===== config.mk =====
export PLATFORM = sky130hd
export DESIGN_NAME = mbet_div
export DESIGN_NICKNAME = d
export VERILOG_FILES = /design/src/hdl/mandelbrot_escape_time_pixel_defines.svh /design/src/hdl/mbet_pkg.sv /design/src/hdl/mbet_div.sv
export SDC_FILE = /design/constraint.sdc
export NUM_CORES = 1
export LEC_CHECK = 0
export ABC_CLOCK_PERIOD_IN_PS = 3040
export BUFFER_PORTS_ARGS = -buffer_cell sky130_fd_sc_hd__buf_2
export CAP_MARGIN = 20
export CELL_PAD_IN_SITES_DETAIL_PLACEMENT = 1
export CELL_PAD_IN_SITES_GLOBAL_PLACEMENT = 1
export CORE_UTILIZATION = 41
export DETAILED_ROUTE_END_ITERATION = 12
export PLACE_DENSITY = 0.84
export SYNTH_ARGS = -nofsm -noshare
export SYNTH_HDL_FRONTEND = slang
export SYNTH_SLANG_ARGS = --single-unit

===== constraint.sdc =====
create_clock -name i_clk -period 3.04 [get_ports i_clk]
set_clock_uncertainty 0.2 [all_clocks]
set_input_delay 0.912 -clock i_clk [delete_from_list [all_inputs] [get_ports i_clk]]
set_output_delay 0.912 -clock i_clk [all_outputs]
set_load 0.01 [all_outputs]

===== src/hdl/mandelbrot_escape_time_pixel_defines.svh =====
// assertion macros shared by the pixel engine
`ifndef MANDELBROT_ESCAPE_TIME_PIXEL_DEFINES_SVH
`define MANDELBROT_ESCAPE_TIME_PIXEL_DEFINES_SVH

// same-cycle implication, checked outside reset
`define MBET_ASSERT_IMP(label, clk, rst_n, ante, cons) \
    label: assert property (@(posedge clk) disable iff (!rst_n) (ante) |-> (cons)) \
        else $error("mbet check failed");

// next-cycle implication, checked outside reset
`define MBET_ASSERT_NXT(label, clk, rst_n, ante, cons) \
    label: assert property (@(posedge clk) disable iff (!rst_n) (ante) |=> (cons)) \
        else $error("mbet check failed");

`endif


===== src/hdl/mbet_pkg.sv =====
package mbet_pkg;

    // design limits
    localparam int MAX_ITERATIONS = 256;
    localparam int MAX_DIMENSION  = 4096;

    // field and datapath widths
    localparam int COORD_W   = 12;
    localparam int CFG_DIM_W = 13;
    localparam int ADDR_W    = 24;
    localparam int CNT_OUT_W = 9;
    localparam int COLOR_W   = 19;
    localparam int Q_W       = 32;
    localparam int ZOOM_W    = 31;
    localparam int FRAC_W    = 28;
    localparam int PROD_W    = 2 * Q_W;
    localparam int WIDE_W    = PROD_W - FRAC_W + 1;
    localparam int CFG_IDX_W = 3;

    localparam int DIM_W  = $clog2(MAX_DIMENSION + 1);
    localparam int DIFF_W = ((COORD_W + 1 > DIM_W) ? COORD_W + 1 : DIM_W) + 1;
    localparam int MAG_W  = DIFF_W - 1;
    localparam int QUO_W  = MAG_W + FRAC_W;
    localparam int STEP_W = $clog2(QUO_W + 1);
    localparam int CNT_W  = $clog2(MAX_ITERATIONS + 1);

    localparam logic [10:0] COLOR_STEP = 11'h505;
    localparam logic signed [Q_W-1:0] Q_MAX = 32'sh7FFF_FFFF;
    localparam logic signed [Q_W-1:0] Q_MIN = 32'sh8000_0000;

    // register indexes
    localparam logic [CFG_IDX_W-1:0] CFG_FRAME_WIDTH   = 3'd0;
    localparam logic [CFG_IDX_W-1:0] CFG_FRAME_HEIGHT  = 3'd1;
    localparam logic [CFG_IDX_W-1:0] CFG_ZOOM_SCALE    = 3'd2;
    localparam logic [CFG_IDX_W-1:0] CFG_OFFSET_REAL   = 3'd3;
    localparam logic [CFG_IDX_W-1:0] CFG_OFFSET_IMAG   = 3'd4;
    localparam logic [CFG_IDX_W-1:0] CFG_ESCAPE_RADIUS = 3'd5;
    localparam logic [CFG_IDX_W-1:0] CFG_ROW_STRIDE    = 3'd6;

    typedef struct packed {
        logic [COORD_W-1:0] pixel_x;
        logic [COORD_W-1:0] pixel_y;
    } t_in_item;

    typedef struct packed {
        logic [ADDR_W-1:0]    buffer_address;
        logic [CNT_OUT_W-1:0] iteration_count;
        logic [COLOR_W-1:0]   pixel_color;
    } t_out_item;

    // divider start request and result
    typedef struct packed {
        logic             start;
        logic [MAG_W-1:0] num_mag;
        logic [DIM_W-1:0] divisor;
    } t_div_req;

    typedef struct packed {
        logic             done;
        logic [QUO_W-1:0] quotient;
    } t_div_rsp;

    typedef enum logic [2:0] {
        S_IDLE,
        S_DIV_START,
        S_DIV_WAIT,
        S_SCALE_MUL,
        S_SCALE_ADD,
        S_ITER_MUL,
        S_ITER_ADD,
        S_DONE
    } t_state;

endpackage


===== src/hdl/mbet_div.sv =====
module mbet_div (
    input  logic               i_clk,
    input  logic               i_rst_n,
    input  mbet_pkg::t_div_req i_req,
    output mbet_pkg::t_div_rsp o_rsp
);
    import mbet_pkg::*;

    logic              r_busy;
    logic [STEP_W-1:0] r_cnt;
    logic [DIM_W-1:0]  r_rem;
    logic [DIM_W-1:0]  r_dvsr;
    logic [QUO_W-1:0]  r_shift;

    logic [DIM_W:0]    trial;
    logic [DIM_W:0]    trial_sub;
    logic              trial_ge;

    // one restoring step: bring down the next numerator bit
    always_comb begin
        trial     = {r_rem, r_shift[QUO_W-1]};
        trial_sub = trial - {1'b0, r_dvsr};
        trial_ge  = (trial >= {1'b0, r_dvsr});
    end

    // step counter
    always_ff @(posedge i_clk) begin
        if (!i_rst_n) begin
            r_busy <= 1'b0;
            r_cnt  <= '0;
        end else if (i_req.start) begin
            r_busy <= 1'b1;
            r_cnt  <= STEP_W'(QUO_W);
        end else if (r_busy) begin
            if (r_cnt == '0) begin
                r_busy <= 1'b0;
            end else begin
                r_cnt <= r_cnt - 1'b1;
            end
        end
    end

    // remainder and numerator/quotient shift register
    always_ff @(posedge i_clk) begin
        if (i_req.start) begin
            r_rem   <= '0;
            r_dvsr  <= i_req.divisor;
            r_shift <= {i_req.num_mag, {FRAC_W{1'b0}}};
        end else if (r_busy && (r_cnt != '0)) begin
            r_rem   <= trial_ge ? trial_sub[DIM_W-1:0] : trial[DIM_W-1:0];
            r_shift <= {r_shift[QUO_W-2:0], trial_ge};
        end
    end

    assign o_rsp.done     = r_busy && (r_cnt == '0);
    assign o_rsp.quotient = r_shift;

endmodule


* Yosys cells after proc, flatten, opt, wreduce, memory -nomap -nowiden
Index checks and enable logic that the tools add are counted.
** Storage, ports and cells
- Register bits :: 74
- Logic and storage cells :: 31
** Cells by class
- Add/sub/neg operators :: 2
- $lt $le $gt $ge :: 1
- Equal/unequal tests :: 1
- Multiplexer cells :: 9
- Bitwise logic cells :: 2
- Reduce and logical (&&, ||, !) cells :: 9
** Operators by type and width (count)
- $mux W41 :: 2
- $mux W6 :: 3
- $ge A14 B13 Y1 :: 1
- $mux W13 :: 1
- $sub A13 B13 Y13 :: 1
- $logic_not A6 Y1 :: 1
- $reduce_bool A6 Y1 :: 1
- $sub A6 B1 Y6 const B :: 1
- $reduce_and A2 Y1 :: 2
- $reduce_bool A2 Y1 :: 2
- $mux W1 :: 3
- $logic_and A1 B1 Y1 :: 2
- $ne A2 B2 Y1 const B :: 1
- $not A1 Y1 :: 2
- $reduce_or A2 Y1 :: 1

* Longest topological paths before layout
Gate-level depths: netlist (run 1).
- Depth after elaboration :: 4
- Gate-level depth with buffers :: 11

* Worst setup path after synthesis (run 1)
No wires, ideal clock.
- Path type :: register -> register
- Start :: register r_shift[40]
- End :: register r_rem[4]
- Arrival time :: 2254 ps
- Required time :: 2708 ps
- Setup slack :: 453 ps
- Stages on the path, launching flop included :: 12
- Period minus slack after synthesis :: 2587 ps
- Cell sequence :: edfxtp_1 inv_1 ha_1 inv_1 fa_1 a21oi_1 a211oi_1 o31ai_2 buf_6 mux2_1 nand2_1 a21oi_1
** On the way
- Cells in the longest elaborated chain, start to end :: 2
- Elaborated cells on any way between the ends :: 3
- Classes of those cells :: add/sub: 1; order compare: 1; mux: 1
** Ends and longest elaborated chain
- start: declaration :: RTL line mbet_div.sv:13 : logic [QUO_W-1:0] r_shift;
- start signal: assignment :: RTL line mbet_div.sv:48 : r_shift <= {i_req.num_mag, {FRAC_W{1'b0}}};
- start signal: assignment :: RTL line mbet_div.sv:51 : r_shift <= {r_shift[QUO_W-2:0], trial_ge};
- $sub A13 B13 Y13 or $ge A14 B13 Y1 (tied branches) :: RTL line mbet_div.sv:22, mbet_div.sv:23
- $mux W13 * :: RTL line mbet_div.sv:50 : r_rem <= trial_ge ? trial_sub[DIM_W-1:0] : trial[DIM_W-1:0];
- end signal: assignment :: RTL line mbet_div.sv:50
- end: declaration :: RTL line mbet_div.sv:11 : logic [DIM_W-1:0] r_rem;
Every way passes the cells marked *; elsewhere a longest branch is shown, timed or not.
A chain may end at the register's enable or synchronous reset.

* Worst setup path after layout (run 1)
- Start :: register r_shift[40]
- End :: register r_rem[3]
The elaborated chain is that of the path after synthesis.

==> results by group, run 1 <==
Outcome
  – Outcome: finished, final reports clean

Run
  – Max Cap Viol: 0

Placement
  – GPL Wtd Cong: between 0.8 and 0.9
  – Dpl cells: 548
  – HPWL after detailed placement: 5925 um
  – IO buf count: 70

Worst hold path
  – Hold Startpoint: r_shift[3]
  – Hold WC Path Type: flip-flop to flip-flop
  – Hold path endpoint: r_shift[4]
  – Hold Path Stages: 2

Timing
  – Final Cycle Share: 0.8869
  – Setup_tns: 0 ps
  – Slew headroom: 0.6072
  – Setup violators final: 0
  – Max-slew violation count: 0
  – FMAX: about 370 MHz
  – Min Tclk post-route: between 2000 and 3000 ps
  – RSZ-0062 raised after global routing: no
  – Tightest Pin Transition: 587.7 ps
  – Endpoints failing hold: 0

Pwr
  – Pleak: ~1.8 nW
  – Worst VDD drop: around 0.25 mV
  – PD cells: around 530 mW/mm2

Layout
  – Fill cells: between 900 and 1000
  – Nets: 498
  – Layout cell share with drive strength beyond 1: 0.1939
  – Non-Filler Instances: between 500 and 600
  – N_diodes: 0
  – P&R area growth vs syn: 17.70%

Clock tree
  – Clock Latency Late Sink: 340 ps
  – Setup bufs post-CTS: 0
  – Max clock buf depth: 2
  – CTS clock-pin slew for the worst setup and hold paths: about 70 ps
  – CTS tree: done
  – CTS Hold Buffers Added: 0
  – Clock sink count: 74
  – CTS root buf: clkbuf_8
  – Number of gates resized after CTS: 0
  – Max H-tree Level: 3
  – Num CTS Buffers: 9

Die
  – Starting Density: 0.4245
  – Row Count: 33
  – Die width: between 90 and 100 um
  – Die area: 0.008925 mm2
  – IO Pins: 71
  – Core ar.: 0.008258 mm2
  – Die extent in y: approximately 94 um

Synth
  – Seq/Total Area, Yosys: 0.4968
  – Synth area leaders: dfxtp_1 27%, edfxtp_1 22%, nand2_1 10%, a21oi_1 6.3%, ha_1 5.0%
  – Syn Inst Count: about 390
  – FFs w/ async S/R, synth: 0
  – Number of synthesized flops with an enable pin: 26
  – Area of the mapped netlist: approximately 0.0035 mm2
  – Ys Warns: 0
  – Yosys reg bits: 74
  – Synth Net Count: ~440
  – Biggest area consumer among synthesized cells: dfxtp_1
  – Mean area per synthesized cell: 8.966 um2
  – Synth cell types: 45
  – Post-synth top cells: 96 x nand2_1, 48 x dfxtp_1, 44 x a21oi_1, 26 x edfxtp_1, 20 x nor2_1
  – Yosys top cell area share: 0.2741
  – Count leader, synth: nand2_1
  – Primary FF master, synth: dfxtp_1

Critical path
  – FF-to-FF Start: r_shift[40]
  – Reg2Reg Setup Slack: 340 ps
  – Worst endpoint required time: 3060 ps
  – CP Cell Sequence: inv_1 > ha_1 > inv_1 > fa_1 > a21oi_1 > a211oi_1 > o31ai_2 > buf_12 > mux2_1 > nand2_1 > a21oi_1
  – Crit start category: flip-flop
  – Worst reg2reg path depth: 11
  – CP Class: flip-flop to flip-flop
  – Type of destination of the critical path: flip-flop
  – Max stage delay cell, worst path: edfxtp_1
  – R2r endpoint: r_rem[3]
  – CP max FO: 21
  – CP arrival: 2720 ps
  – Crit path largest cell delay: 410 ps

Global route
  – First-pass GRT wire length: ~14000 um
  – Gr usage total: 0.2056
  – Vias in the first global route: approximately 3000
  – Initial antenna violation count: 0
  – GRT overflow: 0
  – Largest net degree at the start of global routing: 79

Routing
  – DR WL/cell: about 15 um
  – Post-route ant nets: 0
  – Via count: 2976
  – DRT Pass-1 Iters: 4
  – DRT iter0 DRCs: 113
  – WL final: 8435 um
  – DRC: 0
  – Via/cell ratio: ~5.3
[state kept, by name, indices dropped and copies added (netlist names)]
name,flops
r_shift,41
r_cnt,6
r_rem,13
r_busy,1
r_dvsr,13
[cells in the final DEF (no fill, tap or decap), types with 3 or more instances in the layout]
master	n
nor3_1	8
a21oi_1	44
xnor2_1	7
edfxtp_1	26
nand2b_1	6
ha_1	14
clkbuf_8	9
a211oi_1	9
xor2_1	7
nor2_1	20
clkbuf_1	3
nand3_1	5
o211ai_1	3
and2_1	3
and3_1	3
o21ai_0	17
buf_12	3
dfxtp_1	48
buf_2	70
mux2i_1	4
inv_1	18
nand2_1	96
[critical path, delay by kind of cell, from the launching register on]
family	cells	cell delay, ps
muxes	1	330
buffers and inverters	3	340
and+or+nand+nor	1	80
DFF	1	410
AOI/OAI and AO/OA	4	650
adders and majority gates	2	570
[cell families after synthesis]
family	synth area share
AOI/OAI and AO/OA	0.1652
xor gates and xnor gates	0.03498
adders and majority gates	0.05568
buffers and inverters	0.04711
DFF	0.4968
muxes	0.01784
and+or+nand+nor	0.1824
[routing by layer]
metal / vias up / track usage / share of wire
met4: 0 / 0.09596 / 0.023
met5: - / 0 / 0
met1: 1426 / 0.2391 / 0.44
met2: 59 / 0.3521 / 0.49
met3: 17 / 0.05395 / 0.049
li1: 1474 / - / -
[area by class of cell]
| type | instances | area [um2] | area share |
|---|---|---|---|
| Sequential cell | 74 | 1742 | 0.4221 |
| Multi-Input combinational cell | 277 | 1613 | 0.3908 |
| Clock inverter | 4 | 20.02 | 0.004851 |
| Timing Repair Buffer | 74 | 417.9 | 0.1013 |
| Clock buffer | 12 | 135.1 | 0.03275 |
| Inverter | 18 | 67.56 | 0.01637 |
| Tap cell | 105 | 131.4 | 0.03184 |
[where the power goes]
| part | switching, mW | internal, mW | total, mW |
|---|---|---|---|
| sequential | 0.0368 | 1.08 | 1.12 |
| clock | 0.347 | 0.291 | 0.637 |
| combinational | 0.262 | 0.176 | 0.439 |
[stage by stage]
| step | hold slack (ps) | cell area [um2] | util | setup WS [ps] | total power [mW] |
|---|---|---|---|---|---|
| 2_1_floorplan | 246.8 | 3506 | - | 453.3 | 1.446 |
| 3_3_place_gp | 250.6 | 3965 | 0.4802 | 433.5 | 1.563 |
| 3_5_place_dp | 258.7 | 3965 | 0.4802 | 336.5 | 1.580 |
| 4_1_cts | 272.9 | 4120 | 0.4989 | 130.3 | 2.224 |
| 5_1_grt | 283.9 | 4126 | 0.4997 | 179.4 | 2.325 |
| 6_report | 269.8 | 4126 | 0.4997 | 343.7 | 2.198 |
[worst max path at each step]
stage	from	end	slack, ps	cells past startpoint
6_report	r_shift[40]	r_rem[3]	340	11
5_1_grt	r_shift[40]	r_rem[3]	180	11
4_1_cts	r_cnt[0]	o_rsp[41]	130	6
3_5_place_dp	r_shift[40]	r_rem[4]	340	11
3_3_place_gp	r_shift[40]	r_rem[3]	430	11
2_1_floorplan	r_shift[40]	r_rem[4]	450	11
Power figures use the tool's default switching activity.
==> run 2: changes to the inputs <==
Settings changed: ABC_CLOCK_PERIOD_IN_PS 3040 to 3490, CORE_UTILIZATION 41 to 42, PLACE_DENSITY 0.84 to 0.86.
Clock period 3.04 ns to 3.49 ns, I/O delays scaled along.
==> run 2 against run 1 <==
Compared with the run above:
- register-to-register slack better by 320 ps
- sequential share of layout area down 0.22 points
- flip-flop and latch count unchanged
- sequential power down 13%
- setup slack better by 27 ps
- hold slack better by 3.5 ps
- combinational power down 13%
- via count up 1.3%
- global-route usage up 2.1 points
- critical path depth down 5
- clock power up 9.1%
- highest routed layer unchanged
==> results by group, run 2 (synthesis results as in run 1) <==
Layout
  – Flip-flop and latch area: 0.001742 mm2 (unchanged)
  – Non-Filler Instances: 562 (was 564)
  – Multi-input logic area: 0.001607 mm2 (was 0.001613 mm2)
  – Largest Register: r_shift (unchanged)
  – N_diodes: 0 (unchanged)
  – Biggest regs: r_shift (41), r_dvsr (13), r_rem (13) (unchanged)
  – Most frequent cells in the layout: 96 x nand2_1, 70 x buf_2, 48 x dfxtp_1, 44 x a21oi_1, 26 x edfxtp_1 (unchanged)
  – Flip-flop count of the largest register after layout: 41 (unchanged)
  – Fin util: 0.5259 (was 0.4997)
  – Design Area, Final: 0.004148 mm2 (was 0.004126 mm2)
  – Nets: 499 (was 498)
  – Commonest non-fill, non-tap cell in the layout: nand2_1 (unchanged)
  – Fill cells: 962 (was 995)
  – Layout cell share with drive strength beyond 1: 0.2043 (was 0.1939)
  – P&R area growth vs syn: 18.31% (was 17.70%)

Routing
  – DRC: 0 (unchanged)
  – Met3 wire length: 441 um (was 413 um)
  – DRT iter0 DRCs: 103 (was 113)
  – Via count: 3015 (was 2976)
  – DRT Pass-1 Iters: 4 (unchanged)
  – Top Metal Used: met4 (unchanged)
  – WL final: 8998 um (was 8435 um)
  – Metal2 WL: 4497 um (was 4095 um)
  – DR WL/cell: 16.01 um (was 14.96 um)
  – WL met1: 3836 um (was 3731 um)
  – Post-route ant nets: 0 (unchanged)
  – Via/cell ratio: 5.365 (was 5.277)

Global route
  – First-pass GRT wire length: 15080 um (was 14080 um)
  – Gr usage total: 0.2262 (was 0.2056)
  – Vias in the first global route: 3141 (was 3070)
  – GRT overflow: 0 (unchanged)
  – Initial antenna violation count: 0 (unchanged)
  – Largest net degree at the start of global routing: 79 (unchanged)

Die
  – Die area: 0.008717 mm2 (was 0.008925 mm2)
  – Die extent in y: 93.37 um (was 94.47 um)
  – Die width: 93.37 um (was 94.47 um)
  – IO Pins: 71 (unchanged)
  – Starting Density: 0.4445 (was 0.4245)
  – Row Count: 32 (was 33)
  – Core ar.: 0.007888 mm2 (was 0.008258 mm2)

Timing
  – Slew headroom: 0.5509 (was 0.6072)
  – Max-slew violation count: 0 (unchanged)
  – RSZ-0062 raised after global routing: no (unchanged)
  – Min Tclk post-route: slightly above 3000 ps
  – Setup_tns: 0 ps (unchanged)
  – Setup violators final: 0 (unchanged)
  – Endpoints failing hold: 0 (unchanged)
  – Tightest Pin Transition: 667.4 ps (was 587.7 ps)
  – Setup ws final: 371.0 ps (was 343.7 ps)
  – Final Cycle Share: 0.8937
  – FMAX: roughly 320 MHz

Placement
  – Setup WS pre-CTS: 738.1 ps (was 336.5 ps)
  – GPL Wtd Cong: 0.8420 (was 0.8148)
  – Dpl cells: 546 (was 548)
  – HPWL after detailed placement: 5959 um (was 5925 um)
  – IO buf count: 70 (unchanged)
  – Post-DP Area: 0.003944 mm2 (was 0.003965 mm2)

Clock tree
  – CTS clock-pin slew for the worst setup and hold paths: 90 ps (was 70 ps)
  – CTS root buf: clkbuf_8 (unchanged)
  – Setup bufs post-CTS: 0 (unchanged)
  – Clock Latency Late Sink: 370 ps (was 340 ps)
  – CTS Hold Buffers Added: 0 (unchanged)
  – Clock sink count: 74 (unchanged)
  – Num CTS Buffers: 9 (unchanged)
  – Max H-tree Level: 3 (unchanged)
  – Number of gates resized after CTS: 0 (unchanged)
  – CTS tree: done (unchanged)
  – Max clock buf depth: 2 (unchanged)

Critical path
  – Type of destination of the critical path: output port (was flip-flop)
  – CP max FO: 3 (was 21)
  – CP arrival: 1870 ps (was 2720 ps)
  – Worst endpoint required time: 2240 ps (was 3060 ps)
  – Crit start category: flip-flop (unchanged)
  – CP Class: flip-flop to output port (was flip-flop to flip-flop)

Pwr
  – Worst VDD drop: 0.2049 mV (was 0.2530 mV)
  – Pleak: 1.785 nW (was 1.757 nW)
  – PD cells: 495.0 mW/mm2 (was 532.6 mW/mm2)

Worst hold path
  – Hold WC Path Type: flip-flop to flip-flop (unchanged)

Outcome
  – Outcome: finished, final reports clean (unchanged)

Run
  – Max Cap Viol: 0 (unchanged)
==> run 2: stage by stage <==
step / hold slack (ps) / total power [mW]
6_report: 273.3 / 2.053
5_1_grt: 302.7 / 2.151
4_1_cts: 274.2 / 2.070
3_5_place_dp: 260.9 / 1.372
3_3_place_gp: 251.4 / 1.354
2_1_floorplan: 246.8 / 1.260
==> run 2: final cells by class <==
| cell class | count | share of cell area |
|---|---|---|
| flip-flops and latches | 74 | 0.4199 |
| multi-input cells | 277 | 0.3873 |
| repair buffers | 75 | 0.09653 |
| clock buffers | 12 | 0.04253 |
| well taps | 102 | 0.03077 |
| inverters | 18 | 0.01629 |
| clock inverters | 4 | 0.006636 |
==> run 2: worst paths after layout <==
check              start           to  slack, ps  cells past startpoint
max             r_cnt[0]    o_rsp[41]        370                      6
min          r_shift[14]  r_shift[14]        270                      2
max reg2reg  r_shift[40]     r_rem[3]        660                     11
min reg2reg  r_shift[14]  r_shift[14]        270                      2
==> run 2: report_power, final <==
group	total, mW	leakage, nW	internal, mW	switching, mW
registers	0.977	0.652	0.945	0.0321
clock network	0.695	0.109	0.344	0.351
logic	0.381	1.02	0.148	0.234
total	2.05	1.78	1.44	0.617
==> run 2: layer usage <==
layer | vias up | track usage
met5 | - | 0
met4 | 0 | 0.08462
met3 | 21 | 0.07154
met2 | 67 | 0.3940
met1 | 1450 | 0.2582
li1 | 1477 | -
==> run 2: critical path: stages (launching register included) <==
cell	delay (ps)
dfxtp_1	340
inv_1	70
ha_1	160
nand2b_1	70
nor4_1	520
and2_1	210
buf_2	120
